$ cat src/rtl/core/rlecdc_pkg.sv
//------------------------------------------------------------------------------
// rlecdc_pkg
// shared types and constants of the digit-count run-length codec
//------------------------------------------------------------------------------
`default_nettype none

package rlecdc_pkg;

   localparam logic [3:0] MAX_RUN    = 4'd9;
   localparam logic [3:0] MAX_DIGIT  = 4'd9;
   localparam logic [7:0] DIGIT_ZERO = 8'd48;
   localparam logic [7:0] DIGIT_NINE = 8'd57;

   localparam int CMD_DEPTH = 2;
   localparam int CMD_PTR_W = $clog2(CMD_DEPTH);
   localparam int CMD_CNT_W = $clog2(CMD_DEPTH + 1);

   typedef enum logic {
      MODE_ENCODE = 1'b0,
      MODE_DECODE = 1'b1
   } mode_type;

   typedef enum logic {
      CMD_PAIRS  = 1'b0,
      CMD_COPIES = 1'b1
   } cmd_op_type;

   typedef struct packed {
      logic [7:0] in_byte;
      logic       is_final;
   } req_word_type;

   typedef struct packed {
      logic [7:0] out_byte;
      logic       run_last;
   } rsp_word_type;

   // pairs: digit_a, byte_a, digit_b, byte_b (len 2 or 4); copies: byte_a len times
   typedef struct packed {
      cmd_op_type op;
      logic [7:0] digit_a;
      logic [7:0] byte_a;
      logic [7:0] digit_b;
      logic [7:0] byte_b;
      logic [3:0] len;
   } cmd_type;

endpackage

`default_nettype wire

$ cat src/rtl/core/rlecdc_front.sv
//------------------------------------------------------------------------------
// rlecdc_front
// accepts input words, keeps encode and decode state, issues emit commands
//------------------------------------------------------------------------------
`default_nettype none

module rlecdc_front import rlecdc_pkg::*; (
   input  wire logic         clock,
   input  wire logic         reset,
   input  wire logic         csr_we,
   input  wire logic         csr_wdata,
   input  wire logic         req_push,
   input  wire req_word_type req_word,
   output logic              req_full,
   input  wire logic         cmd_full,
   output logic              cmd_push,
   output cmd_type           cmd_word
);

   mode_type   mode_ff, mode_in;
   logic [7:0] held_byte_ff, held_byte_in;
   logic [3:0] run_count_ff, run_count_in;
   logic       expect_letter_ff, expect_letter_in;
   logic [3:0] pair_count_ff, pair_count_in;

   logic       accept;
   logic [7:0] b;
   logic       fin;
   logic       flush_old;
   logic [3:0] new_count;
   logic [7:0] old_digit;
   logic [7:0] new_digit;
   logic [3:0] digit_off;

   assign req_full = cmd_full;
   assign accept   = req_push && !cmd_full;
   assign b        = req_word.in_byte;
   assign fin      = req_word.is_final;

   assign flush_old = (run_count_ff != 4'd0) &&
                      !((b == held_byte_ff) && (run_count_ff < MAX_RUN));
   assign new_count = ((run_count_ff == 4'd0) || flush_old) ? 4'd1 : run_count_ff + 4'd1;
   assign old_digit = DIGIT_ZERO + {4'd0, run_count_ff};
   assign new_digit = DIGIT_ZERO + {4'd0, new_count};
   assign digit_off = b[3:0] - DIGIT_ZERO[3:0];

   always_comb begin
      mode_in          = mode_ff;
      held_byte_in     = held_byte_ff;
      run_count_in     = run_count_ff;
      expect_letter_in = expect_letter_ff;
      pair_count_in    = pair_count_ff;
      cmd_push         = 1'b0;
      cmd_word.op      = CMD_PAIRS;
      cmd_word.digit_a = flush_old ? old_digit : new_digit;
      cmd_word.byte_a  = flush_old ? held_byte_ff : b;
      cmd_word.digit_b = new_digit;
      cmd_word.byte_b  = b;
      cmd_word.len     = (flush_old && fin) ? 4'd4 : 4'd2;

      if (csr_we) begin
         mode_in = mode_type'(csr_wdata);
      end

      if (accept) begin
         if (mode_ff == MODE_ENCODE) begin
            cmd_push     = flush_old || fin;
            held_byte_in = fin ? 8'd0 : b;
            run_count_in = fin ? 4'd0 : new_count;
         end else if (!expect_letter_ff) begin
            if (fin) begin
               pair_count_in    = 4'd0;
               expect_letter_in = 1'b0;
            end else begin
               pair_count_in    = (b >= DIGIT_ZERO && b <= DIGIT_NINE) ? digit_off : 4'd0;
               expect_letter_in = 1'b1;
            end
         end else begin
            cmd_word.op      = CMD_COPIES;
            cmd_word.byte_a  = b;
            cmd_word.len     = pair_count_ff;
            cmd_push         = (pair_count_ff != 4'd0) && (pair_count_ff <= MAX_DIGIT);
            pair_count_in    = 4'd0;
            expect_letter_in = 1'b0;
         end
      end
   end

   always_ff @(posedge clock) begin
      if (reset) begin
         mode_ff          <= MODE_ENCODE;
         held_byte_ff     <= 8'd0;
         run_count_ff     <= 4'd0;
         expect_letter_ff <= 1'b0;
         pair_count_ff    <= 4'd0;
      end else begin
         mode_ff          <= mode_in;
         held_byte_ff     <= held_byte_in;
         run_count_ff     <= run_count_in;
         expect_letter_ff <= expect_letter_in;
         pair_count_ff    <= pair_count_in;
      end
   end

endmodule

`default_nettype wire

$ cat src/rtl/core/rlecdc_cmd_fifo.sv
//------------------------------------------------------------------------------
// rlecdc_cmd_fifo
// short command queue between front and back
//------------------------------------------------------------------------------
`default_nettype none

module rlecdc_cmd_fifo import rlecdc_pkg::*; (
   input  wire logic     clock,
   input  wire logic     reset,
   input  wire logic     push,
   input  wire cmd_type  push_word,
   output logic          full,
   input  wire logic     pop,
   output cmd_type       pop_word,
   output logic          empty
);

   cmd_type                mem_ff [CMD_DEPTH];
   logic [CMD_PTR_W-1:0]   wr_ptr_ff, wr_ptr_in;
   logic [CMD_PTR_W-1:0]   rd_ptr_ff, rd_ptr_in;
   logic [CMD_CNT_W-1:0]   count_ff, count_in;
   logic                   do_push;
   logic                   do_pop;

   assign full     = (count_ff == CMD_CNT_W'(CMD_DEPTH));
   assign empty    = (count_ff == '0);
   assign do_push  = push && !full;
   assign do_pop   = pop && !empty;
   assign pop_word = mem_ff[rd_ptr_ff];

   always_comb begin
      wr_ptr_in = wr_ptr_ff;
      rd_ptr_in = rd_ptr_ff;
      count_in  = count_ff;
      if (do_push) begin
         wr_ptr_in = (wr_ptr_ff == CMD_PTR_W'(CMD_DEPTH - 1)) ? '0 : wr_ptr_ff + 1'b1;
      end
      if (do_pop) begin
         rd_ptr_in = (rd_ptr_ff == CMD_PTR_W'(CMD_DEPTH - 1)) ? '0 : rd_ptr_ff + 1'b1;
      end
      if (do_push && !do_pop) begin
         count_in = count_ff + 1'b1;
      end else if (do_pop && !do_push) begin
         count_in = count_ff - 1'b1;
      end
   end

   always_ff @(posedge clock) begin
      if (do_push) begin
         mem_ff[wr_ptr_ff] <= push_word;
      end
   end

   always_ff @(posedge clock) begin
      if (reset) begin
         wr_ptr_ff <= '0;
         rd_ptr_ff <= '0;
         count_ff  <= '0;
      end else begin
         wr_ptr_ff <= wr_ptr_in;
         rd_ptr_ff <= rd_ptr_in;
         count_ff  <= count_in;
      end
   end

endmodule

`default_nettype wire

$ cat src/rtl/core/rlecdc_back.sv
//------------------------------------------------------------------------------
// rlecdc_back
// expands commands into an output register, one word per cycle unless stalled
//------------------------------------------------------------------------------
`default_nettype none

module rlecdc_back import rlecdc_pkg::*; (
   input  wire logic     clock,
   input  wire logic     reset,
   input  wire logic     cmd_empty,
   input  wire cmd_type  cmd_word,
   output logic          cmd_pop,
   output logic          rsp_empty,
   output rsp_word_type  rsp_word,
   input  wire logic     rsp_pop
);

   logic         busy_ff, busy_in;
   cmd_type      cur_ff, cur_in;
   logic [3:0]   idx_ff, idx_in;
   logic         out_valid_ff, out_valid_in;
   rsp_word_type out_ff, out_in;

   logic         can_load;
   logic         is_last;
   logic [7:0]   sel_byte;

   assign can_load  = !out_valid_ff || rsp_pop;
   assign is_last   = (idx_ff == cur_ff.len - 4'd1);
   assign cmd_pop   = !busy_ff && !cmd_empty;
   assign rsp_empty = !out_valid_ff;
   assign rsp_word  = out_ff;

   always_comb begin
      sel_byte = cur_ff.byte_a;
      if (cur_ff.op == CMD_PAIRS) begin
         case (idx_ff[1:0])
            2'd0:    sel_byte = cur_ff.digit_a;
            2'd1:    sel_byte = cur_ff.byte_a;
            2'd2:    sel_byte = cur_ff.digit_b;
            2'd3:    sel_byte = cur_ff.byte_b;
            default: sel_byte = cur_ff.byte_a;
         endcase
      end
   end

   always_comb begin
      busy_in      = busy_ff;
      cur_in       = cur_ff;
      idx_in       = idx_ff;
      out_valid_in = out_valid_ff;
      out_in       = out_ff;

      if (rsp_pop && out_valid_ff) begin
         out_valid_in = 1'b0;
      end

      if (busy_ff) begin
         if (can_load) begin
            out_valid_in    = 1'b1;
            out_in.out_byte = sel_byte;
            out_in.run_last = is_last;
            idx_in          = idx_ff + 4'd1;
            if (is_last) begin
               busy_in = 1'b0;
            end
         end
      end else if (!cmd_empty) begin
         busy_in = 1'b1;
         cur_in  = cmd_word;
         idx_in  = 4'd0;
      end
   end

   always_ff @(posedge clock) begin
      cur_ff <= cur_in;
      out_ff <= out_in;
   end

   always_ff @(posedge clock) begin
      if (reset) begin
         busy_ff      <= 1'b0;
         idx_ff       <= 4'd0;
         out_valid_ff <= 1'b0;
      end else begin
         busy_ff      <= busy_in;
         idx_ff       <= idx_in;
         out_valid_ff <= out_valid_in;
      end
   end

endmodule

`default_nettype wire

$ cat src/rtl/core/rle_codec_digit_count.sv
//------------------------------------------------------------------------------
// rle_codec_digit_count
// byte-stream run-length codec with a single ascii digit as count
//------------------------------------------------------------------------------
// The front takes one input word per cycle while the command queue has room
// and updates the encode or decode state at once; the back then sends the
// resulting bytes out at one per cycle while the output register is free or
// read, after fetching each command. An encode word yields 0, 2 or 4 bytes,
// a decode letter up to 9 copies, so the sustained rate is bounded by the
// output side, and the two-entry queue lets the front run ahead of the back
// by two commands.
//------------------------------------------------------------------------------
`default_nettype none

module rle_codec_digit_count import rlecdc_pkg::*; (
   input  wire logic         clock,
   input  wire logic         reset,
   input  wire logic         csr_we,
   input  wire logic         csr_wdata,
   input  wire logic         req_push,
   input  wire req_word_type req_word,
   output logic              req_full,
   output logic              rsp_empty,
   output rsp_word_type      rsp_word,
   input  wire logic         rsp_pop
);

   logic    cmd_push;
   cmd_type cmd_push_word;
   logic    cmd_full;
   logic    cmd_pop;
   cmd_type cmd_pop_word;
   logic    cmd_empty;

   rlecdc_front u_front (
      .clock     (clock),
      .reset     (reset),
      .csr_we    (csr_we),
      .csr_wdata (csr_wdata),
      .req_push  (req_push),
      .req_word  (req_word),
      .req_full  (req_full),
      .cmd_full  (cmd_full),
      .cmd_push  (cmd_push),
      .cmd_word  (cmd_push_word)
   );

   rlecdc_cmd_fifo u_cmd_fifo (
      .clock     (clock),
      .reset     (reset),
      .push      (cmd_push),
      .push_word (cmd_push_word),
      .full      (cmd_full),
      .pop       (cmd_pop),
      .pop_word  (cmd_pop_word),
      .empty     (cmd_empty)
   );

   rlecdc_back u_back (
      .clock     (clock),
      .reset     (reset),
      .cmd_empty (cmd_empty),
      .cmd_word  (cmd_pop_word),
      .cmd_pop   (cmd_pop),
      .rsp_empty (rsp_empty),
      .rsp_word  (rsp_word),
      .rsp_pop   (rsp_pop)
   );

endmodule

`default_nettype wire
$ cat config.mk
export PLATFORM = sky130hd
export DESIGN_NAME = rle_codec_digit_count
export DESIGN_NICKNAME = d
export VERILOG_FILES = /design/src/rtl/core/rlecdc_pkg.sv /design/src/rtl/core/rlecdc_front.sv /design/src/rtl/core/rlecdc_cmd_fifo.sv /design/src/rtl/core/rlecdc_back.sv /design/src/rtl/core/rle_codec_digit_count.sv
export SDC_FILE = /design/constraint.sdc
export NUM_CORES = 1
export LEC_CHECK = 0
export ABC_AREA = 1
export BUFFER_PORTS_ARGS = -buffer_cell sky130_fd_sc_hd__buf_2
export CAP_MARGIN = 0
export CORE_UTILIZATION = 55
export DETAILED_ROUTE_END_ITERATION = 10
export PLACE_DENSITY_LB_ADDON = 0.15
export RECOVER_POWER = 25
export SKIP_CTS_REPAIR_TIMING = 1
export SYNTH_ARGS = -nofsm -noshare
export SYNTH_HDL_FRONTEND = slang
export SYNTH_SLANG_ARGS = --single-unit
export TNS_END_PERCENT = 100
$ cat constraint.sdc
create_clock -name clock -period 2.9 [get_ports clock]
set_clock_uncertainty 0.1 [all_clocks]
set_input_delay 0.58 -clock clock [delete_from_list [all_inputs] [get_ports clock]]
set_output_delay 0.58 -clock clock [all_outputs]
set_load 0.01 [all_outputs]
==> results.sh <==
export IMPL_rsz0062_at_grt="no"
export IMPL_vdd_ir_drop_max_uv=443.2
export IMPL_htreeDepth=4
export IMPL_diodes=0
export IMPL_placed_cell_area_um2=5565
export IMPL_grt_pass1_vias=3342
export IMPL_pwr_share_clk_pct=37.9
export IMPL_hpwl_um=6330
export IMPL_initial_core_util_pct=56.94
export IMPL_drt_initial_drc_count=165
export IMPL_ant_nets=0
export IMPL_tns_ns=0
export IMPL_p_comb_share_pct=19.6
export IMPL_post_synth_cell_area_avg_um2=10.83
export IMPL_ys_async_sr_fraction_pct=0
export IMPL_yosysWarningCount=0
export IMPL_syn_cell_area_um2=5286
export IMPL_die_area_um2=10010
export IMPL_clkTransAtPathRegs_ns=0.06
export IMPL_p_leak_nw=2.466
export IMPL_post_route_util_pct=66.43
export IMPL_die_x_um=100.0
export IMPL_viasPerCell=5.097
export IMPL_drive_gt1_share_pct=17.25
export IMPL_worstPathArrival_ns=2.68
export IMPL_antenna_found_initial=0
export IMPL_p_per_area_nw_per_um2=975.9
export IMPL_hp_class="primary input to flop"
export IMPL_worst_slew_pin_slew_ns=0.9825
export IMPL_coreArea_um2=9284
export IMPL_synth_top_area_share_pct=54.53
export IMPL_yosys_register_bits=124
export IMPL_slowest_delay_ns=0.37
export IMPL_worstPathMaxFanout=6
export IMPL_path_cells="inv_1 > nor2_1 > nor2_4 > nand2_1 > nor2_1 > o211ai_2 > nand2_1 > ha_1 > a21oi_1 > o21ai_0 > o21ai_0 > a21oi_1"
export IMPL_crit_slowest_cell="nor2_1"
export IMPL_max_clock_path_buffers=2
export IMPL_slew_viol_final=0
export IMPL_ioPinCount=26
export IMPL_synth_top_cell_by_area="edfxtp_1"
export IMPL_drc=0
export IMPL_p_int_mw=4.317
export IMPL_first_pass_iters=4
export IMPL_setup_violations=0
export IMPL_cpLargestDelayFamily="simple AND/OR/NAND/NOR gates"
export IMPL_cts_sink_count=124
export IMPL_synthCells=488
export IMPL_path_class="flop to flop"
export IMPL_die_h_um=100.0
export IMPL_grt_max_degree=32
export IMPL_worst_skew_pair_late_latency_ns=0.50
export IMPL_final_common_cell="nand2_1"
export IMPL_wl_um=9794
export IMPL_mostFrequentLayoutCells="165 x nand2_1, 96 x edfxtp_1, 42 x inv_1"
export IMPL_port_buffers=25
export IMPL_dr_total_vias=3405
export IMPL_cp_buffers_inverters=1
export IMPL_p_sw_share_pct=28.27
export IMPL_cp_required_ns=3.19
export IMPL_gp_congestion=0.8297
export IMPL_nets=549
export IMPL_min_period_over_period_pct=82.27
export IMPL_grt_pass1_wl_um=15850
export IMPL_stdcell_area_um2=6167
export IMPL_cap_violations=0
export IMPL_synth_main_ff_cell="edfxtp_1"
export IMPL_clock_fmax_mhz=419.2
export IMPL_timing_hold_violations_final=0
export IMPL_wl_per_cell_um=14.66
export IMPL_synth_area_top_cells="edfxtp_1 55%, nand2_1 12%, dfxtp_1 11%"
export IMPL_syn_to_final_growth_pct=16.66
export IMPL_ys_types=37
export IMPL_synth_fp_nets=511
export IMPL_std_cell_rows=35
export IMPL_grt_remaining_overflow=0
export IMPL_cts_root_buffer="clkbuf_8"
export IMPL_yosysSeqAreaShare_pct=65.14
export IMPL_cts_tree="yes"
export IMPL_period_minus_slack_ns=2.386
export IMPL_cts_made_buffers=17
export IMPL_switching_power_mw=1.702
export IMPL_endpoint_kind="flop"
export IMPL_critPathLaunchType="flop"
export IMPL_pwr_share_seq_pct=42.5
export IMPL_synth_edf_count=96
export IMPL_outcome="completed"
export IMPL_maxSlewHeadroom_pct=34.43
export IMPL_grt_total_usage_pct=21.63
[worst register-to-register path, cell delays in order, from the launching register on]
cell and delay, ns:
dfxtp_1 0.30, inv_1 0.10, nor2_1 0.12, nor2_4 0.12, nand2_1 0.13, nor2_1 0.37, o211ai_2 0.23, nand2_1 0.12
ha_1 0.25, a21oi_1 0.11, o21ai_0 0.11, o21ai_0 0.17, a21oi_1 0.05
[cell families after synthesis]
kind of cell | Yosys count | share of synthesized area, %
flops | 124 | 65.14
fa+ha+maj | 8 | 1.894
compound gates | 73 | 8.828
buf+inv | 61 | 4.615
simple gates | 210 | 17.54
xor+xnor | 12 | 1.988
[final timing paths]
check	from	end	slack, ns	depth (start not counted)
max	u_cmd_fifo.count_ff[1]	u_cmd_fifo.count_ff[1]	0.51	12
min	csr_wdata	u_front.mode_ff	0.21	3
max reg2reg	u_cmd_fifo.count_ff[1]	u_cmd_fifo.count_ff[1]	0.51	12
min reg2reg	u_front.pair_count_ff[0]	u_front.pair_count_ff[0]	0.37	2
[synth_stat cells (2+ instances only)]
cell type / number
ha_1: 8
nand2_4: 3
xor2_1: 4
a21o_1: 2
a32oi_1: 4
clkbuf_1: 10
a211oi_1: 3
nand2_2: 8
xnor2_1: 8
edfxtp_1: 96
nand2_1: 164
o21ai_0: 12
dfxtp_1: 28
nor2_8: 2
a22oi_1: 3
a21oi_2: 6
nor2_4: 2
inv_1: 40
nor2_2: 5
a21oi_1: 32
o21ai_2: 6
inv_2: 8
nor2_1: 13
nand3_1: 8
[layout make-up]
| class | count | area [um^2] |
|---|---|---|
| clock buffer | 22 | 462.9 |
| clock inverter | 10 | 185.2 |
| inverter | 48 | 180.2 |
| sequential | 124 | 3443 |
| fill | 715 | 3117 |
| tap | 129 | 161.4 |
| multi-input combinational | 303 | 1567 |
| timing repair buffer | 32 | 167.7 |
[metrics by stage]
stage,power [mW],instances,setup WS (ns),hold WS (ns)
2_1_floorplan,3.396,488,0.2896,0.3448
3_3_place_gp,3.752,636,0.4452,0.3540
3_5_place_dp,3.783,636,0.3958,0.3601
4_1_cts,6.084,668,0.5903,0.1966
5_1_grt,6.310,668,0.2924,0.2325
6_report,6.018,668,0.5143,0.2148
[state kept, by name, indices dropped and copies added, names as in the netlist]
| signal | count |
|---|---|
| u_back.busy_ff | 1 |
| u_back.cur_ff | 29 |
| u_back.idx_ff | 4 |
| u_back.out_valid_ff | 1 |
| u_back.rsp_word | 9 |
| u_cmd_fifo.count_ff | 2 |
| u_cmd_fifo.mem_ff | 58 |
| u_cmd_fifo.rd_ptr_ff | 1 |
| u_cmd_fifo.wr_ptr_ff | 1 |
| u_front.expect_letter_ff | 1 |
| u_front.held_byte_ff | 8 |
| u_front.mode_ff | 1 |
| u_front.pair_count_ff | 4 |
| u_front.run_count_ff | 4 |
[power by group through the flow]
stage	logic (mW)	registers [mW]	clock network, mW
after CTS	1.21	2.57	2.31
after global placement	1.17	2.59	0
final	1.18	2.56	2.28
after detailed placement	1.19	2.59	0
after global routing	1.34	2.59	2.37
after floorplan	0.826	2.57	0
[per-layer routing]
| metal | vias to the layer above | track usage, % | part of all wire [%] |
|---|---|---|---|
| met5 | - | 0 | 0 |
| met4 | 0 | 9.699 | 2.4 |
| met3 | 20 | 5.710 | 3.9 |
| met2 | 86 | 36.71 | 50 |
| met1 | 1594 | 26.03 | 44 |
| li1 | 1705 | - | - |
No activity file was read; power rests on OpenSTA's default activity.
